[config.mk]
export PLATFORM = sky130hd
export DESIGN_NAME = base64_stream_encoder_unit
export DESIGN_NICKNAME = d
export VERILOG_FILES = /design/src/hdl/b64se_pkg.sv /design/src/hdl/base64_stream_encoder_unit.sv /design/src/hdl/b64se_front.sv /design/src/hdl/b64se_queue.sv /design/src/hdl/b64se_back.sv
export VERILOG_INCLUDE_DIRS = /design/src /design/src/hdl
export SDC_FILE = /design/constraint.sdc
export NUM_CORES = 1
export LEC_CHECK = 0
export BUFFER_PORTS_ARGS = -buffer_cell sky130_fd_sc_hd__buf_2
export CAP_MARGIN = 40
export CORE_MARGIN = 2
export CORE_UTILIZATION = 55
export CTS_BUF_LIST = sky130_fd_sc_hd__clkbuf_8
export DETAILED_ROUTE_END_ITERATION = 10
export PLACE_DENSITY = 0.76
export SYNTH_ARGS = -nofsm -noshare
export SYNTH_HDL_FRONTEND = slang
export SYNTH_SLANG_ARGS = --single-unit
[constraint.sdc]
create_clock -name clk -period 3.7 [get_ports clk]
set_clock_uncertainty 0.2 [all_clocks]
set_input_delay 0.74 -clock clk [delete_from_list [all_inputs] [get_ports clk]]
set_output_delay 0.74 -clock clk [all_outputs]
set_load 0.05 [all_outputs]
[src/hdl/base64_stream_encoder_unit_assert.svh]
// Assertion macros used by the base64 stream encoder top module.
`ifndef BASE64_STREAM_ENCODER_UNIT_ASSERT_SVH
`define BASE64_STREAM_ENCODER_UNIT_ASSERT_SVH

// Same-cycle implication, checked on every rising edge outside reset.
`define B64SE_ASSERT_NOW(label, ante, cons) \
	label: assert property (@(posedge clk) disable iff (!arst_n) (ante) |-> (cons)) \
		else $error("b64se assertion failed");

// Next-cycle implication, checked on every rising edge outside reset.
`define B64SE_ASSERT_NEXT(label, ante, cons) \
	label: assert property (@(posedge clk) disable iff (!arst_n) (ante) |=> (cons)) \
		else $error("b64se assertion failed");

`endif

[src/hdl/b64se_pkg.sv]
// Types, constants and the alphabet lookup for the base64 stream encoder.
`timescale 1ns / 1ps
package b64se_pkg;

	localparam logic [6:0] PAD_CHAR = 7'h3D;

	// One complete or padded group handed from the front to the back.
	typedef struct packed {
		logic [23:0] bytes;   // first byte in the top bits, missing bytes zero
		logic [1:0]  nbytes;  // 1 to 3 real bytes
		logic        last;    // group closes a message
	} b64se_grp_t;

	typedef struct packed {
		logic full;
		logic empty;
	} b64se_qstat_t;

	function automatic logic [6:0] b64se_char(input logic [5:0] sextet);
		logic [6:0] v;
		v = {1'b0, sextet};
		if (sextet < 6'd26)
			return 7'd65 + v;
		else if (sextet < 6'd52)
			return 7'd71 + v;          // 'a' - 26
		else if (sextet < 6'd62)
			return v - 7'd4;           // '0' - 52
		else if (sextet == 6'd62)
			return 7'd43;              // '+'
		else
			return 7'd47;              // '/'
	endfunction

endpackage

[src/hdl/base64_stream_encoder_unit.sv]
// Flow: a group's closing byte pushes it into the queue; the back end loads it and registers its first character.
// Throughput: one input byte per cycle while the queue has room, one character per cycle out
// while the receiver is ready; a group of three bytes yields four characters, so sustained input
// is limited by the single character serializer in the back end.
// Reset: arst_n clears the held-byte count, the group queue, the serializer state and the output valid flag.
`timescale 1ns / 1ps
module base64_stream_encoder_unit #(
	parameter int QUEUE_DEPTH = 2
) (
	input  logic       clk,
	input  logic       arst_n,
	input  logic       s_axis_tvalid,
	output logic       s_axis_tready,
	input  logic [7:0] s_axis_tdata,   // [7:0] in_byte
	input  logic       s_axis_tlast,
	output logic       m_axis_tvalid,
	input  logic       m_axis_tready,
	output logic [7:0] m_axis_tdata,   // [6:0] out_char, [7] zero
	output logic       m_axis_tlast
);
	import b64se_pkg::*;

`include "base64_stream_encoder_unit_assert.svh"

	b64se_grp_t   wr_grp, rd_grp;
	b64se_qstat_t qstat;
	logic         push, pop;
	logic [1:0]   held_cnt;

	b64se_front u_front (
		.clk           (clk),
		.arst_n        (arst_n),
		.s_axis_tvalid (s_axis_tvalid),
		.s_axis_tready (s_axis_tready),
		.s_axis_tdata  (s_axis_tdata),
		.s_axis_tlast  (s_axis_tlast),
		.qstat         (qstat),
		.push          (push),
		.grp           (wr_grp),
		.held_cnt      (held_cnt)
	);

	b64se_queue #(
		.DEPTH (QUEUE_DEPTH)
	) u_queue (
		.clk    (clk),
		.arst_n (arst_n),
		.push   (push),
		.wr_grp (wr_grp),
		.pop    (pop),
		.rd_grp (rd_grp),
		.qstat  (qstat)
	);

	b64se_back u_back (
		.clk           (clk),
		.arst_n        (arst_n),
		.rd_grp        (rd_grp),
		.qstat         (qstat),
		.pop           (pop),
		.m_axis_tvalid (m_axis_tvalid),
		.m_axis_tready (m_axis_tready),
		.m_axis_tdata  (m_axis_tdata),
		.m_axis_tlast  (m_axis_tlast)
	);

	`B64SE_ASSERT_NOW(a_no_push_full, push, !qstat.full)
	`B64SE_ASSERT_NOW(a_no_pop_empty, pop, !qstat.empty)
	`B64SE_ASSERT_NOW(a_held_cnt_range, 1'b1, held_cnt != 2'd3)
	`B64SE_ASSERT_NEXT(a_last_clears, s_axis_tvalid && s_axis_tready && s_axis_tlast,
		held_cnt == 2'd0)

endmodule

[src/hdl/b64se_front.sv]
// Front end: accepts bytes, gathers them into groups of up to three (closing a group early at tlast) and pushes groups.
`timescale 1ns / 1ps
module b64se_front (
	input  logic                  clk,
	input  logic                  arst_n,
	input  logic                  s_axis_tvalid,
	output logic                  s_axis_tready,
	input  logic [7:0]            s_axis_tdata,   // [7:0] in_byte
	input  logic                  s_axis_tlast,
	input  b64se_pkg::b64se_qstat_t qstat,
	output logic                  push,
	output b64se_pkg::b64se_grp_t grp,
	output logic [1:0]            held_cnt
);
	import b64se_pkg::*;

	logic [1:0] cnt_q;
	logic [7:0] held_q [2];
	logic       accept;
	logic       emit;
	logic [7:0] g0, g1, g2;

	assign s_axis_tready = !qstat.full;
	assign accept        = s_axis_tvalid && s_axis_tready;
	assign emit          = (cnt_q == 2'd2) || s_axis_tlast;
	assign push          = accept && emit;
	assign held_cnt      = cnt_q;

	always_comb begin
		g0 = held_q[0];
		g1 = 8'd0;
		g2 = 8'd0;
		case (cnt_q)
			2'd0: begin
				g0 = s_axis_tdata;
			end
			2'd1: begin
				g1 = s_axis_tdata;
			end
			default: begin
				g1 = held_q[1];
				g2 = s_axis_tdata;
			end
		endcase
	end

	assign grp.bytes  = {g0, g1, g2};
	assign grp.nbytes = (cnt_q == 2'd0) ? 2'd1 : ((cnt_q == 2'd1) ? 2'd2 : 2'd3);
	assign grp.last   = s_axis_tlast;

	always_ff @(posedge clk or negedge arst_n) begin
		if (!arst_n) begin
			cnt_q <= 2'd0;
		end else if (accept) begin
			cnt_q <= emit ? 2'd0 : cnt_q + 2'd1;
		end
	end

	always_ff @(posedge clk) begin
		if (accept && !emit) begin
			held_q[cnt_q[0]] <= s_axis_tdata;
		end
	end

endmodule

[src/hdl/b64se_queue.sv]
// Short group queue that decouples the front end from the character serializer.
`timescale 1ns / 1ps
module b64se_queue #(
	parameter int DEPTH = 2
) (
	input  logic                    clk,
	input  logic                    arst_n,
	input  logic                    push,
	input  b64se_pkg::b64se_grp_t   wr_grp,
	input  logic                    pop,
	output b64se_pkg::b64se_grp_t   rd_grp,
	output b64se_pkg::b64se_qstat_t qstat
);
	import b64se_pkg::*;

	localparam int PW = (DEPTH > 1) ? $clog2(DEPTH) : 1;
	localparam int CW = $clog2(DEPTH + 1);
	localparam logic [PW-1:0] LAST_PTR = PW'(DEPTH - 1);
	localparam logic [CW-1:0] FULL_CNT = CW'(DEPTH);

	b64se_grp_t    mem_q [DEPTH];
	logic [PW-1:0] wr_ptr_q, rd_ptr_q;
	logic [CW-1:0] cnt_q;

	assign rd_grp      = mem_q[rd_ptr_q];
	assign qstat.full  = (cnt_q == FULL_CNT);
	assign qstat.empty = (cnt_q == '0);

	always_ff @(posedge clk or negedge arst_n) begin
		if (!arst_n) begin
			wr_ptr_q <= '0;
			rd_ptr_q <= '0;
			cnt_q    <= '0;
		end else begin
			if (push) begin
				wr_ptr_q <= (wr_ptr_q == LAST_PTR) ? '0 : wr_ptr_q + 1'b1;
			end
			if (pop) begin
				rd_ptr_q <= (rd_ptr_q == LAST_PTR) ? '0 : rd_ptr_q + 1'b1;
			end
			if (push && !pop) begin
				cnt_q <= cnt_q + 1'b1;
			end else if (pop && !push) begin
				cnt_q <= cnt_q - 1'b1;
			end
		end
	end

	always_ff @(posedge clk) begin
		if (push) begin
			mem_q[wr_ptr_q] <= wr_grp;
		end
	end

endmodule

[src/hdl/b64se_back.sv]
// Back end: splits each group into four characters and drives the output register.
`timescale 1ns / 1ps
module b64se_back (
	input  logic                    clk,
	input  logic                    arst_n,
	input  b64se_pkg::b64se_grp_t   rd_grp,
	input  b64se_pkg::b64se_qstat_t qstat,
	output logic                    pop,
	output logic                    m_axis_tvalid,
	input  logic                    m_axis_tready,
	output logic [7:0]              m_axis_tdata,   // [6:0] out_char, [7] zero
	output logic                    m_axis_tlast
);
	import b64se_pkg::*;

	b64se_grp_t cur_q;
	logic       busy_q;
	logic [1:0] idx_q;
	logic       out_valid_q;
	logic [6:0] out_char_q;
	logic       out_last_q;
	logic       advance;
	logic [5:0] sextet;
	logic [6:0] chr;

	assign advance = !out_valid_q || m_axis_tready;
	assign pop     = !qstat.empty && (!busy_q || (advance && idx_q == 2'd3));

	always_comb begin
		case (idx_q)
			2'd0:    sextet = cur_q.bytes[23:18];
			2'd1:    sextet = cur_q.bytes[17:12];
			2'd2:    sextet = cur_q.bytes[11:6];
			default: sextet = cur_q.bytes[5:0];
		endcase
	end

	// Positions past the real byte count plus one become padding.
	assign chr = (idx_q > cur_q.nbytes) ? PAD_CHAR : b64se_char(sextet);

	always_ff @(posedge clk or negedge arst_n) begin
		if (!arst_n) begin
			busy_q      <= 1'b0;
			idx_q       <= 2'd0;
			out_valid_q <= 1'b0;
		end else begin
			if (advance) begin
				out_valid_q <= busy_q;
			end
			// A new group is loaded either into an idle serializer or right behind
			// the fourth character of the current one.
			if (pop) begin
				busy_q <= 1'b1;
				idx_q  <= 2'd0;
			end else if (advance && busy_q) begin
				idx_q <= idx_q + 2'd1;
				if (idx_q == 2'd3) begin
					busy_q <= 1'b0;
				end
			end
		end
	end

	always_ff @(posedge clk) begin
		if (advance && busy_q) begin
			out_char_q <= chr;
			out_last_q <= cur_q.last && (idx_q == 2'd3);
		end
		if (pop) begin
			cur_q <= rd_grp;
		end
	end

	assign m_axis_tvalid = out_valid_q;
	assign m_axis_tdata  = {1'b0, out_char_q};
	assign m_axis_tlast  = out_last_q;

endmodule

==> results of run 1 <==
## routing by layer
layer  vias up  global-route usage [%]
li1       1277                       -
met1      1337                    24.0
met2        61                    31.1
met3        10                    4.54
met4         0                    6.53
met5         -                       0
## worst max path at each step
stage,startpoint,end,slack [ps],cells past startpoint
global placement,u_back.idx_q[1],u_back.out_char_q[1],930,5
detailed placement,u_back.idx_q[0],u_back.out_char_q[1],810,6
finish,u_back.idx_q[1],u_back.out_char_q[1],780,6
CTS,u_back.idx_q[1],u_back.out_char_q[1],810,6
global route,u_back.idx_q[0],u_back.out_char_q[1],520,5
floorplan,u_queue.cnt_q[0],u_queue.mem_q[0][0],820,3
## critical path, delay by kind of cell (launching register included)
kind,cells,cell delay (ps)
flip-flops,1,420
multiplexers,1,370
adder cells (fa/ha/maj),2,960
AO/OA/AOI/OAI,2,500
buffers and inverters,1,200
## cells by family after synthesis
| family | count (synthesis) | synth area share [%] |
|---|---|---|
| flip-flops | 115 | 69.2 |
| AO/OA/AOI/OAI | 54 | 8.50 |
| AND/OR/NAND/NOR | 49 | 4.83 |
| multiplexers | 43 | 9.97 |
| buffers and inverters | 28 | 2.80 |
| adder cells (fa/ha/maj) | 14 | 3.56 |
| XOR/XNOR | 6 | 1.07 |
| other | 1 | 0.0762 |
## cells in the mapped netlist, types with 2 or more instances
library cell | instances | area [sq um]
a22oi_1 | 4 | 30.0
nor3_1 | 2 | 10.0
a211oi_1 | 3 | 22.5
ha_1 | 14 | 175
xor2_1 | 4 | 35.0
edfxtp_1 | 105 | 3150
nand2_1 | 15 | 56.3
o311ai_0 | 2 | 17.5
buf_6 | 2 | 22.5
a22o_1 | 8 | 70.1
mux2i_2 | 2 | 27.5
nor4_1 | 3 | 18.8
a21oi_1 | 2 | 10.0
nor2_1 | 11 | 41.3
nand2_2 | 2 | 12.5
xnor2_1 | 2 | 17.5
o21ai_0 | 12 | 60.1
mux2i_1 | 2 | 20.0
nand2b_1 | 3 | 18.8
mux2_2 | 38 | 428
a311oi_1 | 2 | 17.5
a222oi_1 | 5 | 50.1
dfrtp_1 | 10 | 250
o2111ai_1 | 4 | 35.0
inv_1 | 17 | 63.8
and2_1 | 11 | 68.8
clkbuf_1 | 6 | 22.5
## final cells by class
class,instances,area (sq um)
Clock inverter,15,151
Timing Repair Buffer,30,193
Tap cell,108,135
Fill cell,646,3100
Sequential cell,115,3400
Inverter,17,63.8
Clock buffer,17,234
Multi-Input combinational cell,167,1400
## state kept, by name, summed over array words and instances (netlist names)
| signal | flops |
|---|---|
| u_front.held_q | 16 |
| u_back.busy_q | 1 |
| u_back.idx_q | 2 |
| u_front.held_cnt | 2 |
| u_queue.wr_ptr_q | 1 |
| u_back.m_axis_tlast | 1 |
| u_queue.mem_q | 54 |
| u_back.m_axis_tvalid | 1 |
| u_queue.rd_ptr_q | 1 |
| u_back.cur_q | 27 |
| u_queue.cnt_q | 2 |
| u_back.out_char_q | 7 |
## power by group
group / internal, mW / switching (mW)
Clock: 0.648 / 0.468
Sequential: 1.89 / 0.143
Combinational: 0.741 / 1.18
Total: 3.28 / 1.79
==> results.md, run 1 <==
* RSZ-0062 raised after global routing: false
* Root buffer cell: clkbuf_8
* Top sig layer: met4
* GRT Resource Usage Total at 18.6%
* Die ar. at 0.00972 sq mm
* R2R Setup Slk at 780 ps
* F_max at 342 MHz
* Skew-Pair Late Insertion Delay at 410 ps
* Final Power at 5.08 mW
* Most used cell, CP: ha_1
* Synth Cell Area at 0.00492 sq mm
* Post-CTS sizing at 0
* Clk slew on worst S/H paths at 70 ps
* CORE AREA at 0.00868 sq mm
* Setup crit end kind: flop
* Die width at 98.6 microns
* Clk buf depth at 2
* Startpoint Class: flop
* Power Dens Cells at 910 mW/mm^2
* Synthesis-to-finish area growth at 13.4%
* Slowest cell delay on critical path at 580 ps
* Pleak at 2.03 nW
* Register bit count reported by yosys at 115
* Final instance area at 0.00558 sq mm
* Crit path cell chain: ha_1, mux2i_1, inv_1, ha_1, o311ai_0, a31oi_1
* CTS H-tree depth at 4
* Initial DRC count at 215
* Tcrit/Tclk final at 78.9%
* Final min period at 2920 ps
* Initial antenna violation count at 0
* Initial core utilization at 56.7%
* RR Endpoint: u_back.out_char_q[1]
* Final Hold Fails at 0
* I/O pins at 24
* CTS tree: built
* Count of final setup violators at 0
* Max-cap viol count at 0
* WL final at 8.30 mm
* Pre-CTS setup slack at 809 ps
* Die height at 98.6 microns
* Cell count after synthesis at 310
* Sequential element share of the synthesized area at 69.2%
* WP data required at 3640 ps
* Port bufs at 22
* Core Rows at 34
* CTS buffer count at 17
* Final HPWL from detailed placement at 5.31 mm
* Worst Hold Launch: u_back.busy_q
* Kind of critical path: flop to flop
* Synthesized net count at 337
* Worst EP arrival at 2860 ps
* Via density at 5.72
* Overflow after GRT at 0
* WHS Endpoint: u_back.m_axis_tvalid
* Vias in the first global route at 2788
* Post-CTS Hold Buffers at 1
* EDFF count, synth at 105
* Inst Count DP at 436
* WHS Path Cells at 2
* Worst vdd ir at 0.377 mV
* Slew headroom at 40.6%
* Status: complete, no violations
* Slew @ Worst Pin at 866 ps
* Worst Hold Slack at 318 ps
* Syn Area/Cell at 15.9 sq um
* Max Slew Vio Count at 0
* First-pass GRT wire length at 13.8 mm
* Setup TNS at 0 ps
* Most frequent cells in the layout: edfxtp_1, mux2_2, buf_2
* Final Net Count at 375
* Metal1 wirelength at 3.74 mm
* Largest net degree at the start of global routing at 29
* DRC errors left at 0
* Core Util, Final at 64.2%
* Crit-path max FO at 14
* Antenna cells at 0
* Post-route insts no fill at 469
* HP Class: flop to flop
* Layout cells sized above 1 at 28.3%
* Antenna Nets Post-Route at 0
* Area after DPL at 0.00518 sq mm
* Vias post-DR at 2685
* Final setup margin at 780 ps
* Synth warnings at 0
* Routability congestion estimate at 0.822
* FFs w/ async S/R, synth at 8.70%
* CTS sink count at 115
* Post-CTS Setup Bufs at 0
* Main synth FF type: edfxtp_1
* Slowest stage cell, crit path: ha_1
* Routed wl met2 at 4.18 mm
* Met3 WL at 282 microns
* Worst-case reg-to-reg path depth at 6
* Commonest non-fill, non-tap cell in the layout: edfxtp_1
* Drt wl/cell at 17.7 microns
* Reg2reg start: u_back.idx_q[1]
* Drt pass-1 iters at 4
* Post-synth cell types at 46
No activity file was read; power rests on OpenSTA's default activity.
==> run 2: changes to the inputs <==
--- a/config.mk
+++ b/config.mk
@@ -6,6 +6,7 @@
 export SDC_FILE = /design/constraint.sdc
 export NUM_CORES = 1
 export LEC_CHECK = 0
+export ABC_AREA = 1
 export BUFFER_PORTS_ARGS = -buffer_cell sky130_fd_sc_hd__buf_2
 export CAP_MARGIN = 40
 export CORE_MARGIN = 2
==> constraint.sdc (replaced) <==
create_clock -name clk -period 3 [get_ports clk]
set_clock_uncertainty 0.2 [all_clocks]
set_input_delay 0.6 -clock clk [delete_from_list [all_inputs] [get_ports clk]]
set_output_delay 0.6 -clock clk [all_outputs]
set_load 0.05 [all_outputs]
==> results.md, run 2 <==
* Post-synth cell types at 31 (-33%)
* Most frequent cells in the layout: nand2_1, edfxtp_1, inv_1
* Pleak at 2.32 nW (+15%)
* Clock network power share at 21.6% (-0.4 points)
* I/O pins at 24 (unchanged)
* Initial core utilization at 56.8% (+0.14 points)
* Antenna cells at 0 (unchanged)
* Core Rows at 34 (unchanged)
* Seq pwr share at 39.2% (-0.9 points)
* Overflow after GRT at 0 (unchanged)
* Combinational share of power at 39.2% (+1.3 points)
* Yosys top cell area share at 63.3% (-0.77 points)
* Worst path buffer plus inverter count at 1 (unchanged)
* Final Hold Fails at 0 (unchanged)
* Setup TNS at 0 ps (unchanged)
* Largest register by flop count: u_queue.mem_q
* Syn Area/Cell at 11.5 sq um (-27%)
* Synth top area cells: edfxtp_1, nand2_1, dfrtp_1
* DRC errors left at 0 (unchanged)
* Port bufs at 22 (unchanged)
* HP Class: input pin to flop
* Vias in the first global route at 2864 (+2.7%)
* Commonest non-fill, non-tap cell in the layout: nand2_1
* Drt pass-1 iters at 5 (+1)
* WP data required at 2960 ps (-680 ps)
* Post-route insts no fill at 589 (+26%)
* Layout cells sized above 1 at 17.9% (-10 points)
* Final Net Count at 496 (+32%)
* Largest net degree at the start of global routing at 30 (+3.4%)
* Final min period at 2400 ps (-522 ps)
* Clk buf depth at 2 (unchanged)
* Die width at 99.1 microns (+0.58%)
* First-pass GRT wire length at 13.2 mm (-4.3%)
* Worst vdd ir at 0.564 mV (+50%)
* Slew @ Worst Pin at 749 ps (-117 ps)
* Root buffer cell: clkbuf_8
* Startpoint Class: flop
* Die height at 99.1 microns (+0.58%)
* Synthesis-to-finish area growth at 13.1%
* Top cells by count, synth: nand2_1, edfxtp_1, inv_1
* Crit path cell chain: ha_1, inv_2, nand2_1, o21bai_2, ha_1, nand2_1, nand2_1, nand2_1, nand3_1, nand2_1, nand2_1, nand2_1
* Slew headroom at 49.8% (+9.2 points)
* Via density at 5.05 (-12%)
* Initial DRC count at 184 (-14%)
* Slowest cell delay on critical path at 430 ps (-150 ps)
* Setup crit end kind: flop
* Die ar. at 0.00983 sq mm (+1.2%)
* Synthesized net count at 459 (+36%)
* Drt wl/cell at 13.6 microns (-23%)
* Max-cap viol count at 0 (unchanged)
* Max Slew Vio Count at 0 (unchanged)
* CTS sink count at 115 (unchanged)
* Main synth FF type: edfxtp_1
* Initial antenna violation count at 0 (unchanged)
* CORE AREA at 0.00876 sq mm (+0.98%)
* Pre-CTS setup slack at 648 ps (-162 ps)
* Register bit count reported by yosys at 115 (unchanged)
* Synth warnings at 0 (unchanged)
* Synth Cell Area at 0.00498 sq mm (+1.2%)
* Sequential element share of the synthesized area at 68.4% (-0.83 points)
* Tcrit/Tclk final at 79.9% (+1.0 points)
* Final instance area at 0.00563 sq mm (+0.99%)
* Inst Count DP at 557 (+28%)
* Final setup margin at 602 ps (-178 ps)
* FFs w/ async S/R, synth at 8.70% (unchanged)
* Routability congestion estimate at 0.793 (-3.5%)
* Final HPWL from detailed placement at 5.44 mm (+2.4%)
* Area after DPL at 0.00522 sq mm (+0.70%)
* CTS H-tree depth at 4 (unchanged)
* RSZ-0062 raised after global routing: false
* Cell count after synthesis at 432 (+39%)
* CTS tree: built
* Most used cell, CP: nand2_1
* Switching share of power at 38.0% (+2.7 points)
* WL final at 8.00 mm (-3.6%)
* Crit-path max FO at 12 (-2)
* F_max at 417 MHz (+22%)
* Worst Hold Slack at 196 ps (-122 ps)
* Cell Int Power at 4.14 mW (+26%)
* CTS buffer count at 17 (unchanged)
* Status: complete, no violations
* Vias post-DR at 2975 (+11%)
* Kind of critical path: flop to flop
* Skew-Pair Late Insertion Delay at 400 ps (about the same)
* Largest delay share family, worst path: simple AND/OR/NAND/NOR gates
* Max reg flops at 54 (unchanged)
* Most instantiated library cell after synthesis: nand2_1
* Area leader, netlist: edfxtp_1
* Worst EP arrival at 2360 ps (-500 ps)
* Post-CTS sizing at 0 (unchanged)
* GRT Resource Usage Total at 17.6% (-1.0 points)
* Count of final setup violators at 0 (unchanged)
* Clk slew on worst S/H paths at 70 ps (about the same)
* Switch Pwr at 2.54 mW (+42%)
* Power Dens Cells at 1190 mW/mm^2 (+30%)
* Antenna Nets Post-Route at 0 (unchanged)
* Slowest stage cell, crit path: dfrtp_1
* EDFF count, synth at 105 (unchanged)
run 2: repair_timing:
item                      4_1_cts  5_1_grt
hold buffers                    1        0
hold endpoints to repair       10        0
setup buffers                   0        0
run 2: metrics by stage:
step | total power [mW] | util (%)
finish | 6.68 | 64.2
global route | 7.13 | 64.2
CTS | 6.72 | 64.2
detailed placement | 5.26 | 59.5
global placement | 5.15 | 59.5
floorplan | 4.67 | -
run 2: path summary, 6_finish.rpt:
kind                       cells past startpoint  slack [ps]              from                    to
max                                           12         600   u_back.idx_q[1]  u_back.out_char_q[4]
min                                            1         200   s_axis_tdata[0]  u_front.held_q[0][0]
max reg2reg                                   12         600   u_back.idx_q[1]  u_back.out_char_q[4]
min reg2reg                                    1         300  u_queue.cnt_q[0]      u_queue.cnt_q[0]
max in group asynchronous                      2        1980            arst_n      u_queue.rd_ptr_q
min in group asynchronous                      2         400            arst_n      u_queue.wr_ptr_q
run 2: area by class of cell:
class,instances,area (sq um)
Inverter,35,131
Multi-Input combinational cell,272,1400
Clock buffer,17,234
Tap cell,108,135
Sequential cell,115,3400
Fill cell,664,3130
Timing Repair Buffer,28,158
Clock inverter,14,170
run 2: logic make-up after synthesis:
group | synth area share (%)
xor+xnor | 0.880
flops | 68.4
simple gates | 17.8
buf+inv | 3.69
other cells | 0.0753
fa+ha+maj | 3.52
compound gates | 5.65
run 2: metal layers:
metal	routed length, microns	global-route usage, %	up-vias
met2	4170	29.7	69
li1	-	-	1513
met1	3540	21.6	1393
met4	0	7.59	0
met5	0	0	-
met3	291	4.36	0
run 2: power by group through the flow:
stage / clock network [mW] / registers [mW] / logic (mW)
floorplan: 0 / 2.81 / 1.86
global placement: 0 / 2.63 / 2.52
detailed placement: 0 / 2.65 / 2.61
CTS: 1.47 / 2.62 / 2.63
global route: 1.53 / 2.65 / 2.95
finish: 1.44 / 2.62 / 2.62
==> run 3: changes to the inputs <==
--- a/config.mk
+++ b/config.mk
@@ -13,7 +13,7 @@
 export CORE_UTILIZATION = 55
 export CTS_BUF_LIST = sky130_fd_sc_hd__clkbuf_8
 export DETAILED_ROUTE_END_ITERATION = 10
-export PLACE_DENSITY = 0.76
+export PLACE_DENSITY = 0.78
 export SYNTH_ARGS = -nofsm -noshare
 export SYNTH_HDL_FRONTEND = slang
 export SYNTH_SLANG_ARGS = --single-unit
==> constraint.sdc (replaced) <==
create_clock -name clk -period 2 [get_ports clk]
set_clock_uncertainty 0.2 [all_clocks]
set_input_delay 0.4 -clock clk [delete_from_list [all_inputs] [get_ports clk]]
set_output_delay 0.4 -clock clk [all_outputs]
set_load 0.05 [all_outputs]
==> results.md, run 3 (same netlist as run 2, synthesis figures left out) <==
* Slowest cell delay on critical path at 440 ps (about the same)
* Core Util, Final at 72.5% (+8.2 points)
* Final HPWL from detailed placement at 5.82 mm (+6.9%)
* Via density at 5.12 (+1.3%)
* WL final at 9.34 mm (+17%)
* Initial DRC count at 196 (+6.5%)
* F_max at 459 MHz (+10%)
* CTS tree: built
* Slowest stage cell, crit path: dfrtp_2
* Skew-Pair Late Insertion Delay at 410 ps (about the same)
* Vias post-DR at 3238 (+8.8%)
* Layout cells sized above 1 at 32.4% (+15 points)
* Root buffer cell: clkbuf_8
* Antenna cells at 0 (unchanged)
* Final Net Count at 539 (+8.7%)
* Reg2reg start: u_back.idx_q[0]
* Initial antenna violation count at 0 (unchanged)
* Count of final setup violators at 7 (+7)
* Power Dens Cells at 1850 mW/mm^2 (+56%)
* Core Rows at 34 (unchanged)
* Largest register by flop count: u_queue.mem_q
* Routability congestion estimate at 0.863 (+8.8%)
* Critical path origin: u_back.idx_q[0]
* HP Class: input pin to flop
* Clk buf depth at 2 (unchanged)
* Vias in the first global route at 3300 (+15%)
* R2R Setup Slk at -180 ps (-780 ps)
* Failing checks: negative setup slack
* Most used cell, CP: nand2_1
* Worst-case reg-to-reg path depth at 13 (+1)
* Startpoint Class: flop
* Worst vdd ir at 1.10 mV (+96%)
* Max-cap viol count at 0 (unchanged)
* Final min period at 2180 ps (-217 ps)
* Die ar. at 0.00983 sq mm (unchanged)
* I/O pins at 24 (unchanged)
* CTS sink count at 115 (unchanged)
* Final setup margin at -180 ps (-783 ps)
* WP data required at 1970 ps (-990 ps)
* Worst EP arrival at 2150 ps (-210 ps)
* Commonest non-fill, non-tap cell in the layout: nand2_1
* Antenna Nets Post-Route at 0 (unchanged)
* GRT Resource Usage Total at 20.1% (+2.6 points)
* Die height at 99.1 microns (unchanged)
* RR Endpoint: u_back.out_char_q[3]
* Die width at 99.1 microns (unchanged)
* Pre-CTS setup slack at -154 ps (-801 ps)
* Worst Hold Slack at 76.7 ps (-119 ps)
* CTS buffer count at 17 (unchanged)
* Final Hold Fails at 0 (unchanged)
* Setup crit end kind: flop
* CORE AREA at 0.00876 sq mm (unchanged)
* Synthesis-to-finish area growth at 27.6%
* Drt wl/cell at 14.8 microns (+8.6%)
* CTS H-tree depth at 4 (unchanged)
* Initial core utilization at 56.8% (unchanged)
* Critical Path Sink: u_back.out_char_q[3]
* Crit-path max FO at 6 (-6)
* Crit path cell chain: buf_6, inv_6, ha_4, nand2_2, nand2_4, nor2_2, nor2_2, buf_6, nand3_1, nand2_1, nand2_1, a21oi_2, nand2_1
* Kind of critical path: flop to flop
* RSZ-0062 raised after global routing: true
* First-pass GRT wire length at 15.0 mm (+13%)
* Port bufs at 22 (unchanged)
* Largest net degree at the start of global routing at 29 (-3.3%)
* Overflow after GRT at 0 (unchanged)
* Tcrit/Tclk final at 109% (+29 points)
* Max reg flops at 54 (unchanged)
* DRC errors left at 0 (unchanged)
* Drt pass-1 iters at 5 (unchanged)
* Max Slew Vio Count at 0 (unchanged)
* Most frequent cells in the layout: nand2_1, edfxtp_1, buf_4
* Status: finished, violations left
* Pleak at 2.58 nW (+11%)
* Clk slew on worst S/H paths at 70 ps (about the same)
[run 3: what timing repair did]
action | 4_1_cts | 5_1_grt
hold buffers | 10 | 0
setup endpoints to repair | 7 | 78
gates cloned | 0 | 0
pin swaps | 15 | 25
setup buffers | 8 | 8
endpoints found under the hold margin | 28 | 0
resized for setup | 29 | 30
[run 3: worst max-delay path, delay by kind of cell (launching register included)]
kind / cells / cell delay, ps
buffers and inverters: 3 / 330
DFF: 1 / 440
and+or+nand+nor: 8 / 660
AOI/OAI and AO/OA: 1 / 120
adders and majority gates: 1 / 180
[run 3: metal layers]
| layer | GRT usage, % | routed length (microns) |
|---|---|---|
| met4 | 7.90 | 190 |
| met1 | 22.0 | 3570 |
| met2 | 36.1 | 5110 |
| met5 | 0 | 0 |
| met3 | 6.68 | 474 |
[run 3: where the power goes]
group          internal, mW  switching, mW  total (mW)
sequential             3.70          0.268        3.97
combinational          2.21           3.43        5.65
clock                  1.22          0.913        2.13
[run 3: per-stage QoR]
step / std cells / power (mW) / area [sq um] / setup TNS, ps
after floorplan: 432 / 7.26 / 5100 / -7760
after detailed placement: 577 / 8.60 / 5520 / -776
after global routing: 633 / 12.4 / 6350 / -1590
after global placement: 577 / 8.40 / 5520 / -295
final: 633 / 11.7 / 6350 / -1000
after CTS: 627 / 11.2 / 6220 / -819
[run 3: worst min path at each step]
stage | start | to | slack, ps | cells after the start
3_5_place_dp | arst_n | u_front.held_cnt[0] | 90 | 1
4_1_cts | m_axis_tready | u_back.m_axis_tvalid | 30 | 4
5_1_grt | m_axis_tready | u_back.m_axis_tvalid | 100 | 4
2_1_floorplan | arst_n | u_back.busy_q | -100 | 0
6_report | m_axis_tready | u_back.m_axis_tvalid | 80 | 4
3_3_place_gp | arst_n | u_front.held_cnt[1] | 80 | 1
[run 3: final cells by class]
cell class	count	area, sq um
Fill cell	565	2410
Tap cell	108	135
Inverter	35	150
Sequential cell	115	3410
Clock buffer	17	234
Timing Repair Buffer	71	583
Clock inverter	15	166
Multi-Input combinational cell	272	1680
